`config.mk`:
```
export PLATFORM = sky130hd
export DESIGN_NAME = nal_bitstream_writer_top
export DESIGN_NICKNAME = d
export VERILOG_FILES = /design/src/hw/rtl/nbw_pkg.sv /design/src/hw/rtl/nal_bitstream_writer_top.sv /design/src/hw/rtl/nbw_fifo.sv /design/src/hw/rtl/nbw_front.sv /design/src/hw/rtl/nbw_back.sv
export SDC_FILE = /design/constraint.sdc
export NUM_CORES = 1
export LEC_CHECK = 0
export BUFFER_PORTS_ARGS = -buffer_cell sky130_fd_sc_hd__buf_2
export CORE_MARGIN = 3
export CORE_UTILIZATION = 55
export CTS_CLUSTER_DIAMETER = 60
export DETAILED_ROUTE_END_ITERATION = 8
export PLACE_DENSITY = 0.77
export SLEW_MARGIN = 10
export SYNTH_ARGS = -nofsm -noshare
export SYNTH_HDL_FRONTEND = slang
export SYNTH_HIERARCHICAL = 1
export SYNTH_SLANG_ARGS = --single-unit
```
`constraint.sdc`:
```
create_clock -name clk -period 10.4 [get_ports clk]
set_input_delay 0 -clock clk [delete_from_list [all_inputs] [get_ports clk]]
set_output_delay 0 -clock clk [all_outputs]
set_load 0.03 [all_outputs]
```
`src/hw/rtl/nbw_pkg.sv`:
```
// shared types and constants of the nal bitstream writer
package nbw_pkg;

    // item kinds
    localparam logic [1:0] KIND_CODE   = 2'd0;
    localparam logic [1:0] KIND_HEADER = 2'd1;
    localparam logic [1:0] KIND_END    = 2'd2;

    localparam logic [5:0] CODE_MAX_LEN = 6'd32;
    localparam logic [7:0] EP_BYTE      = 8'h03;

    localparam int ZERO_RUN_LIMIT_DEF = 2;
    localparam int ZR_W               = 2;
    localparam int JOBQ_ADDR_W_DEF    = 1;
    localparam int OUTQ_ADDR_W_DEF    = 2;

    typedef struct packed {
        logic [1:0]  kind;
        logic [15:0] code_value;
        logic [5:0]  code_length;
        logic [7:0]  header_byte;
    } item_t;

    typedef struct packed {
        logic [7:0] out_byte;
        logic       last;
    } result_t;

    // up to four bytes, left-aligned, sent first byte first
    typedef struct packed {
        logic [31:0] word;
        logic [2:0]  cnt;
        logic        header;
        logic        last;
    } job_t;

endpackage

```
`src/hw/rtl/nal_bitstream_writer_top.sv`:
```
// top level of the nal bitstream writer
//
// items enter through a queue-like port: item carries kind, code_value,
// code_length and header_byte; a transaction takes place when push is high
// and full is low. results leave through a queue-like port: result holds
// out_byte and last for the oldest waiting byte while empty is low, and a
// transaction takes place when pop is high and empty is low.
// the front end packs code bits into whole bytes combinationally and hands
// jobs of up to four bytes to a two-entry job queue; the back end sends one
// byte per cycle while the result queue has room into a four-entry result
// queue, inserting the escape byte where a payload byte of at most 0x03 would
// follow a zero run of the limit. an item's first result byte passes the job
// queue, the back end's job register and the result queue to the result port
// and can then be popped; the back end's byte rate sets the sustained rate,
// and an item that completes n bytes (plus any escape bytes) needs that many
// sends, up to four for a full 32-bit code; items with no byte send no job.
// when the receiver stalls the result queue fills, the back end waits and
// full rises once the job queue is taken up; nothing is lost.
// reset clears packing state, zero run, both queues and the unit state.
module nal_bitstream_writer_top
    import nbw_pkg::*;
#(
    parameter int ZERO_RUN_LIMIT = ZERO_RUN_LIMIT_DEF,
    parameter int JOBQ_ADDR_W    = JOBQ_ADDR_W_DEF,
    parameter int OUTQ_ADDR_W    = OUTQ_ADDR_W_DEF
)
(
    input  logic    clk,
    input  logic    rst_n,
    input  item_t   item,
    input  logic    push,
    output logic    full,
    output result_t result,
    output logic    empty,
    input  logic    pop
);

    job_t    front_job;
    logic    front_job_valid;
    logic    accept;
    logic    jq_full;
    logic    jq_empty;
    logic    jq_take;
    job_t    jq_head;
    result_t back_res;
    logic    back_res_valid;
    logic    oq_full;

    // an item is only taken while the job queue has room
    assign full   = jq_full;
    assign accept = push && !jq_full;

    nbw_front u_front (
        .clk       (clk),
        .rst_n     (rst_n),
        .item      (item),
        .accept    (accept),
        .job       (front_job),
        .job_valid (front_job_valid)
    );

    // decouples classification from byte sending
    nbw_fifo #(
        .WIDTH  ($bits(job_t)),
        .ADDR_W (JOBQ_ADDR_W)
    ) u_job_queue (
        .clk     (clk),
        .rst_n   (rst_n),
        .wr_en   (accept && front_job_valid),
        .wr_data (front_job),
        .full    (jq_full),
        .rd_en   (jq_take),
        .rd_data (jq_head),
        .empty   (jq_empty)
    );

    nbw_back #(
        .ZERO_RUN_LIMIT (ZERO_RUN_LIMIT)
    ) u_back (
        .clk       (clk),
        .rst_n     (rst_n),
        .job       (jq_head),
        .job_avail (!jq_empty),
        .job_take  (jq_take),
        .res       (back_res),
        .res_valid (back_res_valid),
        .res_full  (oq_full)
    );

    // result queue towards the receiver
    nbw_fifo #(
        .WIDTH  ($bits(result_t)),
        .ADDR_W (OUTQ_ADDR_W)
    ) u_out_queue (
        .clk     (clk),
        .rst_n   (rst_n),
        .wr_en   (back_res_valid),
        .wr_data (back_res),
        .full    (oq_full),
        .rd_en   (pop),
        .rd_data (result),
        .empty   (empty)
    );

endmodule

```
`src/hw/rtl/nbw_fifo.sv`:
```
// small register queue with registered occupancy
module nbw_fifo
    import nbw_pkg::*;
#(
    parameter int WIDTH  = 8,
    parameter int ADDR_W = 1
)
(
    input  logic             clk,
    input  logic             rst_n,
    input  logic             wr_en,
    input  logic [WIDTH-1:0] wr_data,
    output logic             full,
    input  logic             rd_en,
    output logic [WIDTH-1:0] rd_data,
    output logic             empty
);

    localparam int DEPTH = 1 << ADDR_W;

    logic [WIDTH-1:0]  mem_reg [DEPTH];
    logic [ADDR_W-1:0] wr_ptr_reg;
    logic [ADDR_W-1:0] wr_ptr_next;
    logic [ADDR_W-1:0] rd_ptr_reg;
    logic [ADDR_W-1:0] rd_ptr_next;
    logic [ADDR_W:0]   count_reg;
    logic [ADDR_W:0]   count_next;
    logic              do_wr;
    logic              do_rd;

    assign full    = (count_reg == (ADDR_W+1)'(DEPTH));
    assign empty   = (count_reg == '0);
    assign rd_data = mem_reg[rd_ptr_reg];
    assign do_wr   = wr_en && !full;
    assign do_rd   = rd_en && !empty;

    always_comb
    begin
        wr_ptr_next = do_wr ? wr_ptr_reg + 1'b1 : wr_ptr_reg;
        rd_ptr_next = do_rd ? rd_ptr_reg + 1'b1 : rd_ptr_reg;
        count_next  = count_reg;
        if (do_wr && !do_rd)
        begin
            count_next = count_reg + 1'b1;
        end
        else if (do_rd && !do_wr)
        begin
            count_next = count_reg - 1'b1;
        end
    end

    always_ff @(posedge clk or negedge rst_n)
    begin
        if (!rst_n)
        begin
            wr_ptr_reg <= '0;
            rd_ptr_reg <= '0;
            count_reg  <= '0;
        end
        else
        begin
            wr_ptr_reg <= wr_ptr_next;
            rd_ptr_reg <= rd_ptr_next;
            count_reg  <= count_next;
        end
    end

    always_ff @(posedge clk)
    begin
        if (do_wr)
        begin
            mem_reg[wr_ptr_reg] <= wr_data;
        end
    end

endmodule

```
`src/hw/rtl/nbw_front.sv`:
```
// front end: classifies items and packs code bits into whole bytes
module nbw_front
    import nbw_pkg::*;
(
    input  logic  clk,
    input  logic  rst_n,
    input  item_t item,
    input  logic  accept,
    output job_t  job,
    output logic  job_valid
);

    logic [6:0]  pending_bits_reg;
    logic [6:0]  pending_bits_next;
    logic [2:0]  pending_count_reg;
    logic [2:0]  pending_count_next;
    logic        payload_started_reg;
    logic        payload_started_next;

    logic [5:0]  len_c;
    logic [32:0] mask33;
    logic [31:0] code_bits;
    logic [38:0] joined;
    logic [38:0] shifted;
    logic [5:0]  total;
    logic [2:0]  rem;
    logic [2:0]  nbytes;
    logic [31:0] aligned;
    logic [7:0]  pend_mask;
    logic [7:0]  stop_src;
    logic [7:0]  end_byte;

    // bit packing datapath
    always_comb
    begin
        len_c     = (item.code_length > CODE_MAX_LEN) ? CODE_MAX_LEN : item.code_length;
        mask33    = (33'd1 << len_c) - 33'd1;
        code_bits = {16'b0, item.code_value} & mask33[31:0];
        joined    = ({32'b0, pending_bits_reg} << len_c) | {7'b0, code_bits};
        total     = {3'b0, pending_count_reg} + len_c;
        rem       = total[2:0];
        nbytes    = total[5:3];
        shifted   = joined >> rem;
        aligned   = shifted[31:0] << {3'd4 - nbytes, 3'b000};
        pend_mask = (8'd1 << rem) - 8'd1;
        stop_src  = {pending_bits_reg, 1'b1};
        end_byte  = stop_src << (3'd7 - pending_count_reg);
    end

    // classification and next state
    always_comb
    begin
        job                  = '0;
        job_valid            = 1'b0;
        pending_bits_next    = pending_bits_reg;
        pending_count_next   = pending_count_reg;
        payload_started_next = payload_started_reg;
        case (item.kind)
            KIND_CODE:
            begin
                if (len_c != '0)
                begin
                    payload_started_next = 1'b1;
                    pending_bits_next    = joined[6:0] & pend_mask[6:0];
                    pending_count_next   = rem;
                    job.word             = aligned;
                    job.cnt              = nbytes;
                    job_valid            = (nbytes != '0);
                end
            end
            KIND_HEADER:
            begin
                job.word   = {item.header_byte, 24'b0};
                job.cnt    = 3'd1;
                job.header = 1'b1;
                job_valid  = !payload_started_reg;
            end
            KIND_END:
            begin
                job.word             = {end_byte, 24'b0};
                job.cnt              = 3'd1;
                job.last             = 1'b1;
                job_valid            = 1'b1;
                pending_bits_next    = '0;
                pending_count_next   = '0;
                payload_started_next = 1'b0;
            end
            default:
            begin
                job_valid = 1'b0;
            end
        endcase
    end

    always_ff @(posedge clk or negedge rst_n)
    begin
        if (!rst_n)
        begin
            pending_bits_reg    <= '0;
            pending_count_reg   <= '0;
            payload_started_reg <= 1'b0;
        end
        else if (accept)
        begin
            pending_bits_reg    <= pending_bits_next;
            pending_count_reg   <= pending_count_next;
            payload_started_reg <= payload_started_next;
        end
    end

endmodule

```
`src/hw/rtl/nbw_back.sv`:
```
// back end: sends job bytes one per cycle while the result queue has room, with emulation prevention
module nbw_back
    import nbw_pkg::*;
#(
    parameter int ZERO_RUN_LIMIT = ZERO_RUN_LIMIT_DEF
)
(
    input  logic    clk,
    input  logic    rst_n,
    input  job_t    job,
    input  logic    job_avail,
    output logic    job_take,
    output result_t res,
    output logic    res_valid,
    input  logic    res_full
);

    localparam logic [ZR_W-1:0] LIMIT = ZR_W'(ZERO_RUN_LIMIT);

    logic            cur_valid_reg;
    logic            cur_valid_next;
    job_t            cur_reg;
    job_t            cur_next;
    logic [ZR_W-1:0] zero_run_reg;
    logic [ZR_W-1:0] zero_run_next;
    logic [7:0]      cur_byte;
    logic            escape;
    logic            finish;

    assign cur_byte = cur_reg.word[31:24];
    assign escape   = !cur_reg.header && (zero_run_reg >= LIMIT) && (cur_byte[7:2] == '0);
    assign finish   = cur_valid_reg && !res_full && !escape && (cur_reg.cnt == 3'd1);
    assign job_take = job_avail && (!cur_valid_reg || finish);

    always_comb
    begin
        cur_valid_next = cur_valid_reg;
        cur_next       = cur_reg;
        zero_run_next  = zero_run_reg;
        res            = '0;
        res_valid      = 1'b0;
        if (cur_valid_reg && !res_full)
        begin
            res_valid = 1'b1;
            if (escape)
            begin
                res.out_byte  = EP_BYTE;
                zero_run_next = '0;
            end
            else
            begin
                res.out_byte  = cur_byte;
                res.last      = cur_reg.last && (cur_reg.cnt == 3'd1);
                cur_next.word = {cur_reg.word[23:0], 8'b0};
                cur_next.cnt  = cur_reg.cnt - 3'd1;
                if (!cur_reg.header)
                begin
                    if (cur_byte != '0)
                    begin
                        zero_run_next = '0;
                    end
                    else if (zero_run_reg < LIMIT)
                    begin
                        zero_run_next = zero_run_reg + 1'b1;
                    end
                end
                // end of unit starts the next one clean
                if (res.last)
                begin
                    zero_run_next = '0;
                end
                if (cur_reg.cnt == 3'd1)
                begin
                    cur_valid_next = 1'b0;
                end
            end
        end
        if (job_take)
        begin
            cur_valid_next = 1'b1;
            cur_next       = job;
        end
    end

    always_ff @(posedge clk or negedge rst_n)
    begin
        if (!rst_n)
        begin
            cur_valid_reg <= 1'b0;
            zero_run_reg  <= '0;
        end
        else
        begin
            cur_valid_reg <= cur_valid_next;
            zero_run_reg  <= zero_run_next;
        end
    end

    always_ff @(posedge clk)
    begin
        cur_reg <= cur_next;
    end

`ifndef NO_ASSERTIONS
    a_zero_run_bounded: assert property (@(posedge clk) disable iff (!rst_n)
        zero_run_reg <= LIMIT)
        else $error("zero run beyond limit");

    a_last_clears_run: assert property (@(posedge clk) disable iff (!rst_n)
        (res_valid && res.last) |=> (zero_run_reg == '0))
        else $error("zero run kept across unit end");

    a_busy_has_bytes: assert property (@(posedge clk) disable iff (!rst_n)
        cur_valid_reg |-> (cur_reg.cnt != '0))
        else $error("active job with no bytes");

    a_escape_after_zeros: assert property (@(posedge clk) disable iff (!rst_n)
        (res_valid && escape) |-> (zero_run_reg >= LIMIT))
        else $error("escape without zero run");
`endif

endmodule
```
==> flow_metrics.tcl <==
set metrics [dict create \
    antenna_found_initial 0 \
    grt_max_degree 62 \
    maxCapViolations 0 \
    n_antenna_cell 0 \
    boundaryPins 47 \
    skew_ns 0.0142 \
    ys_types 104 \
    ys_top_cells_by_count "edfxtp_1 (147), nor2_1 (90), nand2_1 (87), mux2_2 (47), a21oi_1 (45)" \
    reg2reg_depth 15 \
    fin_setup_tns_ns 0 \
    timing.fmax_mhz 219 \
    vias_per_cell 7.00 \
    rsz0062_at_grt "no" \
    criticalPathCategory "reg2reg" \
    hold_viol_final 0 \
    grt_overflow 0 \
    synth_top_family_by_area "compound AO/OA/AOI/OAI gates" \
    largest_register_ffs 74 \
    clock-sinks 172 \
    synth.most_common_cell "edfxtp_1" \
    synth.area.top_cells "edfxtp_1 (37%), dfrtp_1 (5.3%), mux2_2 (4.5%), mux4_2 (3.2%), mux2_4 (3.1%)" \
    status "finished clean" \
    hold_path_class "in2reg" \
    post_cts_buffers 0 \
    num_vias 9739 \
    seqCellArea_sq_um 5040 \
    wl_met2_um 16000 \
    hold_depth 3 \
    netlist_instances 1115 \
    crit_path_top_delay_cell "dfrtp_1" \
    fin_crit_ns 4.56 \
    cp_max_fo 21 \
    fin_total_pwr_uw 3660 \
    cp_num_cells 15 \
    crit_required_ns 10.64 \
    synth-adder-area-share 0.0208 \
    ys_warn_count 6 \
    clockBufferDepth 2 \
    ys_seq_area_frac 0.427 \
    synth.largest_area_cell "edfxtp_1" \
    grt_pass1_vias 9126 \
    place_ws_ns 5.62 \
    ys_ff_latch 172 \
    cp_data_arrival_time_ns 4.81 \
    dp_cells 1357 \
    synth_edf_count 147 \
    ys.flop_type "edfxtp_1" \
    htree_levels 4 \
    synthesis.area_sq_um 11800 \
    hpwl_um 24700 \
    setup_slack_ns 5.84 \
    slew_violations 0 \
    clk_pin_slew_ns 0.07 \
    grt_pass1_wl_um 53600 \
    final.period_utilization 0.439 \
    ant_nets 0 \
    crit_chain "inv_2 -> nor3_1 -> ha_1 -> nand2_1 -> nand2_1 -> o21ai_0 -> or2_2 -> a21o_1 -> ha_1 -> ha_1 -> nor3b_1 -> nand2_1 -> nor2_1 -> o211ai_1 -> o221ai_1" \
    drt-pass1-iter-count 6 \
    slew_headroom 0.248 \
    cpPeakStageDelay_ns 0.87 \
    synthSimpleGateAreaFrac 0.162 \
    synthXorXnorAreaFrac 0.0140 \
    fin_util 0.613 \
    start_util 0.571 \
    wl_met3_um 3370 \
    wirelength_met1_um 13900 \
    p_leak_uw 0.00471 \
    cp_num_buf_inv 1 \
    fillerInstances 1657 \
    setup_viol 0 \
    cts-root-buf "clkbuf_16" \
    instances_no_fill 1391 \
    tritoncts "built" \
    synth-compound-area-share 0.194 \
    clk_latency_ns 0.42 \
    dieHeight_um 153 \
    drtIter0Drc 1251 \
    die_w_um 153 \
    drt_wl_total_um 34300 \
    syn_area_per_cell_sq_um 10.6 \
    core_sq_um 20700 \
    powerDensity_nw_per_um2 288 \
    place.gp.congestion 1.04 \
    multi_input_area_sq_um 6200 \
    cts_buffers 17 \
    end_kind "register" \
    cp-start-kind "register" \
    area_growth_pct 7.37 \
    grt_use_total 0.292 \
    layout-drive-gt1-share 0.203 \
    wl_per_cell_um 24.7 \
    peakVddDrop_uv 111 \
    muxShareOfSynthArea 0.131 \
    worst-slew-pin-transition_ns 1.13 \
    fp-row-count 52 \
    synth.top_cell.area_share 0.374 \
    drc_errors 0 \
    dieArea_sq_um 23300 \
    top_layer "met4" \
    numPortBuffers 46 \
    critPathTopFamily "simple AND/OR/NAND/NOR gates" \
    syn_nets 1170 \
    finalNetCount 1163 \
    synth_async_sr_flop_share 0.145 \
]
## worst register-to-register path: cells and delay by family, from the launching register on
kind / cells / cell delay, ns
AND/OR/NAND/NOR: 7 / 1.98
flip-flops: 1 / 0.87
adder cells (fa/ha/maj): 3 / 0.69
buffers and inverters: 1 / 0.24
AO/OA/AOI/OAI: 4 / 0.60
## path summary, 6_finish.rpt
check | from | endpoint | slack, ns
min reg2reg | u_out_queue/count_reg[2] | u_out_queue/count_reg[2] | 0.50
max | u_front/pending_count_reg[0] | u_job_queue/mem_reg[0][26] | 5.84
max in group asynchronous | rst_n | u_job_queue/rd_ptr_reg | 9.86
min in group asynchronous | rst_n | u_out_queue/count_reg[0] | 0.11
min | item[2] | u_job_queue/mem_reg[1][31] | 0.05
max reg2reg | u_front/pending_count_reg[0] | u_job_queue/mem_reg[0][26] | 5.84
## routing by layer
| metal | vias up | global-route usage |
|---|---|---|
| met4 | 0 | 0.0908 |
| met5 | - | 0 |
| met1 | 4739 | 0.408 |
| met2 | 596 | 0.461 |
| met3 | 77 | 0.0636 |
| li1 | 4327 | - |
## power breakdown
group	internal, uW	total (uW)	switching (uW)
Sequential	1040	1240	199
Combinational	700	1800	1100
Clock	323	614	291
Total	2060	3660	1590
## cell type report
cell class,instances,area share
flip-flops and latches,172,0.397
multi-input cells,819,0.489
repair buffers,65,0.0298
clock inverters,15,0.0137
clock buffers,17,0.0335
inverters,33,0.00977
well taps,270,0.0266
## cell usage in the layout, fill, tap and decap left out, drive strengths merged, types with 25 or more instances in the layout
| cell type | n |
|---|---|
| mux2 | 73 |
| nor2 | 92 |
| inv | 38 |
| nor3 | 34 |
| dfrtp | 25 |
| nand2 | 87 |
| a21oi | 45 |
| o21ai | 45 |
| edfxtp | 147 |
| mux2i | 25 |
| buf | 63 |
## cells by family (layout without fill, tap and decap cells)
kind of cell / after synthesis / after routing
fa+ha+maj: 19 / 19
flops: 172 / 172
compound gates: 302 / 302
buf+inv: 124 / 130
simple gates: 365 / 365
xor+xnor: 18 / 18
mux: 115 / 115
## metrics by stage
stage | cell area (sq um) | hold WS [ns]
4_1_cts | 12700 | 0.0290
3_3_place_gp | 12100 | 0.0262
3_5_place_dp | 12100 | 0.0285
2_1_floorplan | 11800 | -0.296
6_report | 12700 | 0.0451
5_1_grt | 12700 | 0.0466
## repair_timing
action / in CTS / in global routing
gates resized for setup: 0 / 0
hold endpoints to repair: 27 / 0
hold buffers: 2 / 0
Power figures use the tool's default switching activity.
